File: config.mk
export PLATFORM = sky130hd
export DESIGN_NAME = lvc_acc_unit
export DESIGN_NICKNAME = d
export VERILOG_FILES = /design/src/rtl/lvc_pkg.sv /design/src/rtl/lvc_acc_unit.sv
export SDC_FILE = /design/constraint.sdc
export NUM_CORES = 2
export LEC_CHECK = 0
export ABC_AREA = 1
export BUFFER_PORTS_ARGS = -buffer_cell sky130_fd_sc_hd__buf_2
export CORE_ASPECT_RATIO = 1.2
export CORE_MARGIN = 2
export CORE_UTILIZATION = 42
export DETAILED_ROUTE_END_ITERATION = 7
export PLACE_DENSITY_LB_ADDON = 0.25
export SYNTH_ARGS = -nofsm -noshare
export SYNTH_HDL_FRONTEND = slang
export SYNTH_SLANG_ARGS = --single-unit
File: constraint.sdc
create_clock -name i_clk -period 25.1 [get_ports i_clk]
set_input_delay 2.51 -clock i_clk [delete_from_list [all_inputs] [get_ports i_clk]]
set_output_delay 2.51 -clock i_clk [all_outputs]
set_load 0.05 [all_outputs]
File: src/rtl/lvc_pkg.sv
// ----------------------------------------------------------------------------
// lvc_pkg
// Shared constants, types and helpers for the leader vector clustering block.
// ----------------------------------------------------------------------------
package lvc_pkg;

    localparam int MAX_CENTERS = 64;
    localparam int VEC_LEN     = 1024;

    localparam int ELEM_W    = 8;
    localparam int ACC_W     = 27;
    localparam int THR_W     = 26;
    localparam int DIST_W    = 26;
    localparam int IDX_OUT_W = 6;
    localparam int CNT_OUT_W = 7;

    localparam int CIDX_W      = (MAX_CENTERS > 1) ? $clog2(MAX_CENTERS) : 1;
    localparam int CNT_W       = $clog2(MAX_CENTERS + 1);
    localparam int POS_W       = (VEC_LEN > 1) ? $clog2(VEC_LEN) : 1;
    localparam int POSC_W      = $clog2(VEC_LEN + 1);
    localparam int STORE_DEPTH = MAX_CENTERS * VEC_LEN;
    localparam int STORE_AW    = $clog2(STORE_DEPTH);

    localparam logic [THR_W-1:0] THR_RESET = THR_W'(25000000);
    localparam logic [ACC_W-1:0] DIST_MAX  = ACC_W'((64'd1 << DIST_W) - 64'd1);

    // request type codes on the input channel
    localparam logic REQ_FEATURE = 1'b0;
    localparam logic REQ_CLEAR   = 1'b1;

    typedef enum logic [1:0] {
        ST_IDLE,
        ST_SCAN,
        ST_DRAIN,
        ST_RESULT
    } t_state;

    // control from the sequencer to the accumulator unit
    typedef struct packed {
        logic              start;
        logic              issue;
        logic [CIDX_W-1:0] idx;
        logic              zero_acc;
        logic              add_en;
        logic [ELEM_W-1:0] elem;
    } t_acc_ctl;

    typedef struct packed {
        logic [CIDX_W-1:0] idx;
        logic [ACC_W-1:0]  dist_sq;
    } t_acc_best;

    function automatic logic [STORE_AW-1:0] store_addr(
        input logic [CIDX_W-1:0] center,
        input logic [POS_W-1:0]  pos
    );
        return STORE_AW'(center) * STORE_AW'(VEC_LEN) + STORE_AW'(pos);
    endfunction

endpackage

File: src/rtl/lvc_acc_unit.sv
// ----------------------------------------------------------------------------
// lvc_acc_unit
// Per-center squared distance accumulators in a RAM, with a read-modify-write
// stage and a running nearest-center search over one scan.
// ----------------------------------------------------------------------------
module lvc_acc_unit (
    input  logic                        i_clk,
    input  logic                        i_rst_n,
    input  lvc_pkg::t_acc_ctl           i_ctl,
    input  logic [lvc_pkg::ELEM_W-1:0]  i_center_byte,
    output lvc_pkg::t_acc_best          o_best
);
    import lvc_pkg::*;

    logic [ACC_W-1:0]  r_acc_mem [MAX_CENTERS];
    logic [ACC_W-1:0]  r_acc_rd;

    logic              r_s1_valid;
    logic [CIDX_W-1:0] r_s1_idx;
    logic              r_s1_zero;
    logic              r_s1_add;
    logic [ELEM_W-1:0] r_s1_elem;

    logic              r_found;
    logic [CIDX_W-1:0] r_best_idx;
    logic [ACC_W-1:0]  r_best_dist;

    logic [ACC_W-1:0]    acc_old;
    logic [ELEM_W-1:0]   diff;
    logic [2*ELEM_W-1:0] sq;
    logic [ACC_W:0]      sum;
    logic [ACC_W-1:0]    acc_new;

    // position zero means a fresh vector: old accumulator contents are stale
    always_comb begin
        acc_old = r_s1_zero ? '0 : r_acc_rd;
        diff    = (r_s1_elem >= i_center_byte) ? (r_s1_elem - i_center_byte)
                                               : (i_center_byte - r_s1_elem);
        sq      = diff * diff;
        sum     = {1'b0, acc_old} + (r_s1_add ? (ACC_W+1)'(sq) : '0);
        acc_new = sum[ACC_W] ? '1 : sum[ACC_W-1:0];
    end

    always_ff @(posedge i_clk) begin
        if (i_ctl.issue) begin
            r_acc_rd <= r_acc_mem[i_ctl.idx];
        end
        if (r_s1_valid) begin
            r_acc_mem[r_s1_idx] <= acc_new;
        end
    end

    always_ff @(posedge i_clk) begin
        if (!i_rst_n) begin
            r_s1_valid <= 1'b0;
        end else begin
            r_s1_valid <= i_ctl.issue;
        end
    end

    always_ff @(posedge i_clk) begin
        r_s1_idx  <= i_ctl.idx;
        r_s1_zero <= i_ctl.zero_acc;
        r_s1_add  <= i_ctl.add_en;
        r_s1_elem <= i_ctl.elem;
    end

    // strict less-than keeps the earliest center on ties
    always_ff @(posedge i_clk) begin
        if (!i_rst_n) begin
            r_found <= 1'b0;
        end else if (i_ctl.start) begin
            r_found <= 1'b0;
        end else if (r_s1_valid && (!r_found || acc_new < r_best_dist)) begin
            r_found <= 1'b1;
        end
    end

    always_ff @(posedge i_clk) begin
        if (r_s1_valid && !i_ctl.start && (!r_found || acc_new < r_best_dist)) begin
            r_best_idx  <= r_s1_idx;
            r_best_dist <= acc_new;
        end
    end

    assign o_best.idx     = r_best_idx;
    assign o_best.dist_sq = r_best_dist;

endmodule

==> key figures <==
Outcome
  • Status: complete, no violations

GRT
  • Initial antenna violation count: 14
  • Met3 usage: approximately 4.8%
  • GR Util met1: between 30 and 40%
  • GRT overflow: 0
  • Largest net degree at the start of global routing: 265
  • Gr usage total: about a quarter
  • Number of global-route vias before repair: 47.1k
  • Global-route wire length before repair: approximately 320,000 um
  • M2 GR Usage: between 30 and 40%
  • Top Usage Layer GRT: met2

Timing
  • RSZ-0062 raised after global routing: no
  • Final setup margin: about 13 ns
  • Tmin final: roughly 12 ns
  • Max Clk Rate: approximately 81 MHz
  • Relative slew slack: ~11%
  • Final setup violating endpoints: 0
  • Max-slew violation count: 0
  • Setup tns final: 0 ns
  • Hold Fails Final Rpt: 0
  • Final Cycle Share: 49.3%
  • Clock skew: 0.0322 ns
  • Slew @ Worst Pin: between 1 and 1.5 ns

Die
  • Std cell rows: 169
  • Initial core utilization: 42.1%
  • Area of the core: roughly 180,000 um^2
  • Die area: 180,000 um^2
  • Die Span Y: 465 um
  • IO Pins: a little over 60
  • Die W: slightly below 400 um

Run
  • Maxcap violations: 0

Critical path
  • Cell mode on critical path: inv_1
  • Nature of the critical path startpoint: input pin
  • CP arrival: 12.81 ns
  • Reg2reg start: r_s1_elem[0]
  • Critical path peak fanout: between 60 and 70
  • Slowest stage cell, crit path: nand2_2
  • CP Class: in -> reg
  • FF-to-FF End: r_best_dist[10]
  • CP required: about 26 ns
  • Crit end category: flop
  • FF-to-FF path depth: 44
  • Slowest cell delay on critical path: about 1.1 ns
  • R2R Setup Slk: between 10 and 15 ns

Synthesis
  • Mapped Nets: just under 6k
  • Largest family of logic cells by synthesized area: compound AO/OA/AOI/OAI gates
  • Synth Area in XOR/XNOR: 0.258%
  • Cells after Synth: 5,803
  • Post-synthesis cell type count: between 50 and 60
  • Area leader, netlist: edfxtp_1
  • Post-Syn Area per Cell: ~13 um^2
  • Yosys warning count: 0
  • Simple-Gate Fraction of Synth Area: a little over 8%
  • Register bit total from synthesis: ~1.8k
  • Area of the mapped netlist: 74,200 um^2
  • Sequential area share after synthesis: about 73%
  • Top cell type's share of synthesized area: approximately 72%
  • Top cells by area in the synthesized netlist: edfxtp_1 (72%), o21ai_0 (6.9%), nor2_1 (6.1%)
  • Post-synthesis compound-gate area fraction: a little over an eighth
  • Post-synthesis mux area share: less than 1%
  • Adder-cell share of the synthesized area: about 2.2%

Clock network
  • Clock insertion delay at the later pin of the skew report: 0.82 ns
  • Root Buffer: clkbuf_16
  • Post-CTS Hold Fix Bufs: 0
  • CTS buffer count: 180
  • CTS tree: yes
  • Clock buffer depth: 3
  • H-tree depth: 4
  • Resized Gates After CTS: 0
  • Clock transition at path regs: 0.06 ns
  • Post-CTS setup buffer count: 0
  • Clock sink count: about 1.8k

Finish
  • Reg area: 54,100 um^2
  • Fill cells: ~15k
  • Share of cells above drive strength 1: a little under a tenth
  • Highest-count cells in the layout ignoring fill and taps: edfxtp_1 (1,788), nor2_1 (1,160), o21ai_0 (1,028)
  • Synth-to-Final Area Change: 11.9%
  • Multi-input logic area: 18,300 um^2
  • # nets final: between 5k and 6k
  • Commonest non-fill, non-tap cell in the layout: edfxtp_1

Drt
  • Vias: 49.3k
  • # DRC: 0
  • WL final: between 200,000 and 250,000 um
  • Detailed Routing Iterations Pass 1: 6
  • Final ANT Viol Nets: 0
  • Vias per inst: roughly 6
  • Iteration-0 DRC Markers: a little over 6k
  • Drt wl/cell: between 20 and 30 um

Min path
  • Hold Path End: r_best_idx[5]
  • Hold depth: 0
  • Worst Hold Class: reg -> reg
  • Worst hold path startpoint: r_s1_idx[5]

Pwr
  • Leak Pwr: between 20 and 30 nW
  • Max IR drop VDD: between 0.3 and 0.4 mV
  • Pwr Density: approximately 120 nW/um^2

Place
  • Pre-CTS setup slack: between 10 and 15 ns
  • Post-DP HPWL: 113,000 um
  • IO Port Bufs: 60
  • Final GP Congestion: 0.859
## cell usage after synthesis (all sizes together)
cell / count
xnor2: 4
xor2: 17
a21o: 4
buf: 147
dfxtp: 18
nor2: 1219
a31oi: 3
and2: 2
o311ai: 24
a21boi: 2
nand3: 57
nand2: 198
a21oi: 63
clkinv: 3
nor4: 10
a211oi: 3
o22ai: 454
nor4b: 1
o211ai: 28
o21ai: 1090
nand4: 21
nand3b: 4
o2111ai: 1
o21bai: 18
nor3: 6
o31ai: 1
ha: 87
o31a: 1
inv: 184
mux2i: 1
o221ai: 65
o2bb2ai: 1
clkbuf: 239
fa: 26
edfxtp: 1788
or2: 13
## metal layers
layer	part of all wire, %	routed length, um
met2	46	102000
met5	0.024	54
met3	10	22500
met4	2.9	6470
met1	41	90500
## worst max-delay path by stage
| stage | startpoint | end | slack [ns] | cells after the start |
|---|---|---|---|---|
| floorplan | i_center_byte[0] | r_best_dist[0] | 12.44 | 43 |
| global placement | i_center_byte[0] | r_best_dist[10] | 11.95 | 44 |
| detailed placement | i_center_byte[0] | r_best_dist[2] | 11.88 | 44 |
| CTS | i_center_byte[0] | r_best_dist[24] | 12.78 | 44 |
| global route | i_center_byte[0] | r_best_dist[10] | 11.85 | 44 |
| finish | i_center_byte[0] | r_best_dist[10] | 12.72 | 44 |
## report_power, final
part           switching [mW]  leakage (nW)  total [mW]  internal, mW
combinational            2.02          8.16        2.52         0.500
sequential             0.0316          16.5        4.67          4.64
clock                    1.14          2.73        2.60          1.46
total                    3.19          27.4        9.79          6.60
## flip-flops by register name, summed over array words and instances, names as in the netlist
| name | count |
|---|---|
| r_acc_mem | 1728 |
| r_acc_rd | 27 |
| r_best_dist | 27 |
| r_best_idx | 6 |
| r_found | 1 |
| r_s1_add | 1 |
| r_s1_elem | 8 |
| r_s1_idx | 6 |
| r_s1_valid | 1 |
| r_s1_zero | 1 |
## final cells by class
class,instances,area share [%]
repair buffers,192,1.71
clock inverters,96,0.972
flip-flops and latches,1806,65.1
clock buffers,233,5.79
multi-input cells,3424,22.0
well taps,2308,3.48
inverters,187,0.906
diodes,3,0.00904
## logic make-up after synthesis
group | Yosys count
adders and majority gates | 113
DFF | 1806
xor gates and xnor gates | 21
and+or+nand+nor | 1531
AOI/OAI and AO/OA | 1758
buffers and inverters | 573
muxes | 1
## worst max-delay path, delay by kind of cell
| kind | cells | cell delay [ns] |
|---|---|---|
| fa+ha+maj | 9 | 3.69 |
| compound gates | 9 | 2.29 |
| buf+inv | 12 | 1.12 |
| simple gates | 14 | 3.15 |
## stage by stage
| step | util (%) | power (mW) | hold slack [ns] | instance area, um^2 | instances |
|---|---|---|---|---|---|
| CTS | 47.1 | 9.81 | 0.557 | 83000 | 8246 |
| detailed placement | 43.9 | 7.23 | 0.537 | 77400 | 7917 |
| finish | 47.1 | 9.79 | 0.557 | 83000 | 8249 |
| global route | 47.1 | 10.2 | 0.561 | 83000 | 8247 |
| floorplan | - | 6.26 | 0.406 | 74200 | 5803 |
| global placement | 43.9 | 7.19 | 0.537 | 77400 | 7917 |
Note: power is estimated with default switching activity, not from simulation.
